[config.mk]
export PLATFORM = sky130hd
export DESIGN_NAME = hist1d_ctl
export DESIGN_NICKNAME = d
export VERILOG_FILES = /design/src/rtl/core/assert_macros.svh /design/src/rtl/core/hist1d_pkg.sv /design/src/rtl/core/hist1d_ctl.sv
export SDC_FILE = /design/constraint.sdc
export NUM_CORES = 1
export LEC_CHECK = 0
export BUFFER_PORTS_ARGS = -buffer_cell sky130_fd_sc_hd__buf_2
export CAP_MARGIN = 15
export CORE_MARGIN = 2
export CORE_UTILIZATION = 35
export CTS_BUF_LIST = sky130_fd_sc_hd__clkbuf_8 sky130_fd_sc_hd__clkbuf_16
export DETAILED_ROUTE_END_ITERATION = 10
export GPL_ROUTABILITY_DRIVEN = 0
export PLACE_DENSITY = 0.59
export SLEW_MARGIN = 30
export SYNTH_ARGS = -nofsm -noshare
export SYNTH_HDL_FRONTEND = slang
export SYNTH_SLANG_ARGS = --single-unit
[constraint.sdc]
create_clock -name clock -period 3 [get_ports clock]
set_clock_uncertainty 0.1 [all_clocks]
set_input_delay 0.3 -clock clock [delete_from_list [all_inputs] [get_ports clock]]
set_output_delay 0.3 -clock clock [all_outputs]
set_load 0.05 [all_outputs]
[src/rtl/core/assert_macros.svh]
// ----------------------------------------------------------------------------
// assert_macros
// Assertion helpers shared by the RTL.
// ----------------------------------------------------------------------------
`ifndef ASSERT_MACROS_SVH
`define ASSERT_MACROS_SVH
// Check that an antecedent implies a consequent in the same cycle.
`define ASSERT_IMPL(label, clk, rst, ante, cons) \
   label: assert property (@(posedge clk) disable iff (rst) (ante) |-> (cons)) \
      else $error("assertion failed");
// Check that an antecedent implies a consequent in the next cycle.
`define ASSERT_NEXT(label, clk, rst, ante, cons) \
   label: assert property (@(posedge clk) disable iff (rst) (ante) |=> (cons)) \
      else $error("assertion failed");
`endif

[src/rtl/core/hist1d_pkg.sv]
// ----------------------------------------------------------------------------
// hist1d_pkg
// Shared types and constants of the 1-D histogram engine.
// ----------------------------------------------------------------------------
package hist1d_pkg;
   localparam int MaxBins = 256;
   localparam int Cells   = MaxBins + 2;
   localparam int AddrW   = $clog2(Cells);
   localparam int DivW    = 25; // numerator width: 9 + 16 bits

   localparam logic [2:0] REQ_FILL  = 3'd0;
   localparam logic [2:0] REQ_SET   = 3'd1;
   localparam logic [2:0] REQ_READ  = 3'd2;
   localparam logic [2:0] REQ_MAX   = 3'd3;
   localparam logic [2:0] REQ_CLEAR = 3'd4;

   localparam logic [1:0] ST_OK    = 2'd0;
   localparam logic [1:0] ST_RANGE = 2'd1;
   localparam logic [1:0] ST_CFG   = 2'd2;

   localparam logic [1:0] CSR_XMIN   = 2'd0;
   localparam logic [1:0] CSR_XMAX   = 2'd1;
   localparam logic [1:0] CSR_NBINS  = 2'd2;
   localparam logic [1:0] CSR_THRESH = 2'd3;

   typedef enum logic [3:0] {
      CMD_NONE, CMD_LOAD, CMD_DIV, CMD_RDBIN, CMD_FILLWR, CMD_SETWR,
      CMD_READOUT, CMD_MAXRD, CMD_CLRWR, CMD_DIRECT
   } cmd_type;

   typedef struct packed {
      cmd_type            cmd;
      logic [AddrW-1:0]   addr;
   } ctl_type;

   typedef struct packed {
      logic [2:0]  req;
      logic        early;      // result known without store access
      logic        div_done;
      logic [AddrW-1:0] fill_bin;
   } sts_type;
endpackage

[src/rtl/core/hist1d_ctl.sv]
// ----------------------------------------------------------------------------
// hist1d_ctl
// Controller: sequences each request through the datapath.
// ----------------------------------------------------------------------------
module hist1d_ctl (
   input  logic                clock,
   input  logic                reset,
   input  logic                req_fire,
   output logic                busy,
   output logic                rsp_load,
   input  logic                rsp_free,
   input  logic [8:0]          num_bins,
   input  logic [8:0]          idx,
   input  hist1d_pkg::sts_type sts,
   output hist1d_pkg::ctl_type ctl
);
   localparam int AW = hist1d_pkg::AddrW;
   typedef enum logic [3:0] {
      S_INIT, S_IDLE, S_DECODE, S_DIV, S_FRD, S_FWR, S_ACC, S_SCAN, S_CLR, S_DONE,
      S_HOLD
   } state_type;

   state_type     state_ff;
   logic [AW-1:0] addr_ff;
   logic [AW:0]   last;

   assign last = (AW+1)'(num_bins) + (AW+1)'(1);
   assign busy = (state_ff != S_IDLE);
   assign rsp_load = (state_ff == S_HOLD) && rsp_free;

   always_comb begin
      ctl.addr = addr_ff;
      ctl.cmd  = hist1d_pkg::CMD_NONE;
      case (state_ff)
         S_INIT:   ctl.cmd = hist1d_pkg::CMD_CLRWR;
         S_IDLE:   ctl.cmd = req_fire ? hist1d_pkg::CMD_LOAD : hist1d_pkg::CMD_NONE;
         S_DIV:    ctl.cmd = sts.div_done ? hist1d_pkg::CMD_NONE : hist1d_pkg::CMD_DIV;
         S_FRD:    ctl.addr = sts.fill_bin;
         S_FWR:    begin ctl.cmd = hist1d_pkg::CMD_FILLWR; ctl.addr = sts.fill_bin; end
         S_ACC:    ctl.cmd = hist1d_pkg::CMD_SETWR;
         S_SCAN:   ctl.cmd = (addr_ff != '0) ? hist1d_pkg::CMD_MAXRD : hist1d_pkg::CMD_NONE;
         S_CLR:    ctl.cmd = hist1d_pkg::CMD_CLRWR;
         S_DONE:   ctl.cmd = (sts.req == hist1d_pkg::REQ_READ && !sts.early) ?
                             hist1d_pkg::CMD_READOUT : hist1d_pkg::CMD_DIRECT;
         default:  ;
      endcase
   end

   always_ff @(posedge clock) begin
      if (reset) begin
         state_ff <= S_INIT;
         addr_ff  <= '0;
      end else begin
         case (state_ff)
            S_INIT: begin
               // zero every cell once after reset
               if (addr_ff == AW'(hist1d_pkg::Cells - 1)) state_ff <= S_IDLE;
               else addr_ff <= addr_ff + AW'(1);
            end
            S_IDLE: begin
               if (req_fire) begin
                  state_ff <= S_DECODE;
                  addr_ff  <= AW'(idx);
               end
            end
            S_DECODE: begin
               if (sts.early) state_ff <= S_DONE;
               else begin
                  case (sts.req)
                     hist1d_pkg::REQ_FILL:  state_ff <= S_DIV;
                     hist1d_pkg::REQ_SET:   state_ff <= S_ACC;
                     hist1d_pkg::REQ_READ:  state_ff <= S_DONE;
                     hist1d_pkg::REQ_MAX:   begin state_ff <= S_SCAN; addr_ff <= '0; end
                     hist1d_pkg::REQ_CLEAR: begin state_ff <= S_CLR; addr_ff <= '0; end
                     default:               state_ff <= S_DONE;
                  endcase
               end
            end
            S_DIV:  if (sts.div_done) state_ff <= S_FRD;
            S_FRD:  state_ff <= S_FWR;
            S_FWR:  state_ff <= S_HOLD;
            S_ACC:  state_ff <= S_HOLD;
            S_SCAN: begin
               // read address runs one past the last cell for the trailing compare
               if ((AW+1)'(addr_ff) == last + (AW+1)'(1)) state_ff <= S_DONE;
               else addr_ff <= addr_ff + AW'(1);
            end
            S_CLR: begin
               if (addr_ff == AW'(hist1d_pkg::Cells - 1)) state_ff <= S_HOLD;
               else addr_ff <= addr_ff + AW'(1);
            end
            S_DONE: state_ff <= S_HOLD;
            S_HOLD: if (rsp_free) state_ff <= S_IDLE;
            default: state_ff <= S_IDLE;
         endcase
      end
   end
endmodule
; Word-level counts from Yosys, hierarchy flattened
; Index checks and enable logic that the tools add are counted.
[op_classes]
addsub = 3
eq_ne = 27
mux = 21
n_reduce_logical = 13
[op_table]
columns = op, n
row1 = 9-bit 2-to-1 mux, 6
row2 = 4-bit one-hot mux with 9 select lines, 1
row3 = 9-bit one-hot mux with 4 select lines, 1
row4 = 4-bit 2-to-1 mux, 8
row5 = 4-bit one-hot mux with 7 select lines, 1
row6 = 2-bit inequality test (second input constant), 10
row7 = 4-bit by 3-bit equality test with 1-bit output (second input constant), 4
row8 = 4-bit one-hot mux with 4 select lines, 1
row9 = 4-bit equality test (second input constant), 3
row10 = 6-bit AND reduction, 2
row11 = 10-bit by 1-bit adder with 10-bit output (second input constant), 1
row12 = 9-bit by 1-bit adder with 10-bit output (second input constant), 1
row13 = 9-bit by 10-bit equality test with 1-bit output, 1
row14 = 9-bit by 1-bit adder with 9-bit output (second input constant), 1
row15 = 9-bit equality test (second input constant), 1
row16 = 9-bit nonzero test, 1
row17 = 4-bit by 2-bit equality test with 1-bit output (second input constant), 2
row18 = 3-bit by 2-bit equality test with 1-bit output (second input constant), 2
row19 = 2-bit OR reduction, 3
row20 = 4-bit by 1-bit equality test with 1-bit output (second input constant), 1
row21 = 4-bit logical NOT, 1
row22 = 4-bit by 1-bit inequality test with 1-bit output (second input constant), 1
row23 = 4-bit nonzero test, 1
row24 = 3-bit by 1-bit equality test with 1-bit output (second input constant), 1
row25 = 8 further kinds, 9
[totals]
regBits = 13
inputBits = 36
output_inout_bits = 15
elab_cells = 66

; Depth between registers and ports, before layout
[depth]
ltp_word = 5
depth_mapped = 8

; Worst setup path before layout
; Ideal clock, no wire load.
[synth_timing]
path_kind = reg2out
start = register state_ff[1]
end = output ctl[0] in the netlist's numbering
t_arrival_ns = 2.083
required_time_ns = 2.600
setup_slack_ns = 0.517
path_stages_with_launch = 5
path_buffers = 2
cell_sequence = dfxtp_1 -> clkbuf_1 -> nor3_1 -> clkbuf_1 -> o21ai_0
[synth_rtl]
columns = element, line_no
row1 = from (decl), hist1d_ctl.sv:23  ; state_type state_ff;
row2 = from (signal assigned), hist1d_ctl.sv:51  ; state_ff <= S_INIT;
row3 = from (signal assigned), hist1d_ctl.sv:57  ; if (addr_ff == AW'(hist1d_pkg::Cells - 1)) state_ff <= S_IDLE;
row4 = from (signal assigned), hist1d_ctl.sv:62  ; state_ff <= S_DECODE;
row5 = to (decl), hist1d_ctl.sv:15  ; output hist1d_pkg::ctl_type ctl

==> impl_metrics.tcl <==
set metrics [dict create \
    status "completed" \
    rows 25 \
    critical_path.most_common_cell "a31oi_1" \
    filler_instances 511 \
    post_cts_buffers 0 \
    numPlacedInstances 347 \
    worst_slew_pin_slew_ns 0.807 \
    multiInputGateArea_um2 1370 \
    io_buffers 50 \
    finalCoreUtilization 0.440 \
    h-tree-depth 1 \
    post_placement_worst_setup_slack_ns 0.388 \
    synth_sequential_area_ratio 0.150 \
    post_layout_minimum_cycle_time_ns 2.47 \
    period_share 0.824 \
    dr.pass1.iters 4 \
    leakagePower_nw 0.899 \
    post-synth-top-area-cell "dfxtp_1" \
    die_h_um 74.4 \
    totalNegativeSetupSlack_ns 0 \
    critical-path-top-delay-family "simple AND/OR/NAND/NOR gates" \
    finish.instance_area_um2 2090 \
    synth.cell_area_um2 1740 \
    grt_antenna_before_repair 0 \
    post_layout_nonfiller_instances 351 \
    ctsRootBufferMaster "clkbuf_8" \
    critPathArrivalTime_ns 2.07 \
    ff_latch_area_um2 260 \
    clk_transition_reported_paths_ns 0.05 \
    clkLatencyLatePin_ns 0.25 \
    cts_tree "done" \
    slew-limit-headroom 0.462 \
    postSynthCellCount 241 \
    drt_iter0_drc 90 \
    yosysWarningCount 0 \
    irDropWorstVdd_mv 0.360 \
    length_of_routed_met2_wiring_um 2420 \
    pwr_density_cell_nw_per_um2 756 \
    drv_slew 0 \
    io_count 51 \
    detail_route.wl_per_cell_um 14.5 \
    first_global_vias 1768 \
    core_area_um2 4750 \
    route.antenna.remaining_nets 0 \
    highest-signal-layer "met4" \
    track_usage 0.189 \
    worstPathMaxFanout 10 \
    route.layer.met1.wl_um 2400 \
    setup_slack_of_the_critical_path_after_layout_ns 0.528 \
    synth_nets 281 \
    holdBufCountCts 0 \
    layout-drive-gt1-share 0.282 \
    dieArea_um2 5540 \
    mapped_avg_cell_area_um2 7.21 \
    fmaxAchievable_ghz 0.405 \
    crit_buf_inv 1 \
    insertedDiodeCount 0 \
    finalNetCount 325 \
    final_common_cell "buf_2" \
    detailed_place_hpwl_um 3990 \
    effective_utilization_at_floorplan 0.365 \
    route.vias.total 1952 \
    cpPeakStageDelay_ns 0.59 \
    post_synth_edffs 0 \
    post_dp_cell_area_um2 2050 \
    final_cell_mix "buf_2 (50), a21oi_1 (19), nand2_1 (18)" \
    grt_overflow_total 0 \
    grt_first_pass_wirelength_um 8180 \
    floorplan.die.width_um 74.4 \
    setup_violations 0 \
    worstPathCellList "or4_1 > nor3_1 > a31oi_1 > a31oi_1 > o31ai_1 > buf_2" \
    setup.worst_path.end_class "primary output" \
    detail_route.wirelength_um 5080 \
    crit_path_start_kind "register" \
    ys_top_cells_by_area "dfxtp_1 (15%), a21oi_1 (5.5%), xnor2_1 (4.0%), nand2_1 (3.9%), mux2_2 (3.9%)" \
    postSynth.topFlopCell "dfxtp_1" \
    area_delta_synth_final_pct 20.4 \
    cts_inserted_buffers 3 \
    setup.worst_path.class "reg -> out" \
    critPathRequiredTime_ns 2.60 \
    ys_async_sr_fraction 0 \
    hp-class "in -> reg" \
    unrepaired_setup_endpoints_after_global_routing "false" \
    cap_violations 0 \
    detail_route.vias_per_cell 5.56 \
    route.detailed.drc 0 \
    hold_viol 0 \
    route.met3.wl_um 214 \
    maximum_number_of_pins_on_one_net_before_global_route_repair 23 \
    synth.lib_cells_used.distinct 58 \
    clock-sinks 13 \
    yosys.area.top_type_share 0.150 \
    slowest_cell_on_crit_path "or4_1" \
    postSynthRegisterBits 13 \
    max-clock-path-buffers 2 \
    cts_repair_resize_count 0 \
]
synth_stat cells (5+ instances only):
library cell   n
nand3_1        9
inv_1          8
o22ai_1        6
nand2_1       18
a31oi_1        9
xnor2_1        8
nor3_1         7
or3_1          5
and3_1         7
o21ai_0        9
a21oi_1       19
nor2_1        15
dfxtp_1       13
nand2b_1       9
a22oi_1        6
mux2_2         6
clkbuf_1      14
state kept, by name, summed over array words and instances, names as in the netlist:
signal    count
state_ff      4
addr_ff       9
final timing paths:
path	cells past startpoint	start	endpoint	slack (ns)
worst max register to register	6	addr_ff[8]	addr_ff[3]	0.56
worst max-delay path	6	addr_ff[5]	ctl[9]	0.53
worst min-delay path	2	reset	state_ff[0]	0.35
worst min register to register	2	addr_ff[6]	addr_ff[6]	0.49
stage by stage:
| stage | hold slack (ns) | power [mW] |
|---|---|---|
| finish | 0.354 | 1.58 |
| global route | 0.382 | 1.71 |
| CTS | 0.342 | 1.59 |
| detailed placement | 0.484 | 1.42 |
| global placement | 0.469 | 1.43 |
| floorplan | 0.392 | 1.16 |
logic make-up (layout without fill, tap and decap cells):
| kind of cell | Yosys count | after routing | synth area share |
|---|---|---|---|
| xor gates and xnor gates | 13 | 13 | 0.0699 |
| and+or+nand+nor | 99 | 99 | 0.319 |
| DFF | 13 | 13 | 0.150 |
| buffers and inverters | 26 | 69 | 0.0620 |
| adders and majority gates | 4 | 4 | 0.0288 |
| muxes | 11 | 11 | 0.0792 |
| AOI/OAI and AO/OA | 75 | 75 | 0.291 |
power breakdown:
| part | leakage, nW | internal [mW] | total [mW] | switching [mW] |
|---|---|---|---|---|
| Sequential | 0.106 | 0.227 | 0.338 | 0.111 |
| Clock | 0.0269 | 0.0906 | 0.158 | 0.0676 |
| Combinational | 0.767 | 0.428 | 1.08 | 0.656 |
metal layers:
layer  global-route usage  up-vias
met5                    0        -
met4               0.0298        0
met3               0.0325        5
met2                0.325       48
met1                0.251      913
li1                     -      986
final cells by class:
cell class                 instances  share of cell area
multi-input combinational        202               0.655
inverter                           8              0.0144
sequential                        13               0.124
clock inverter                     1             0.00180
timing repair buffer              57               0.145
tap                               67              0.0401
clock buffer                       3              0.0197
(Power assumes the default switching activity.)
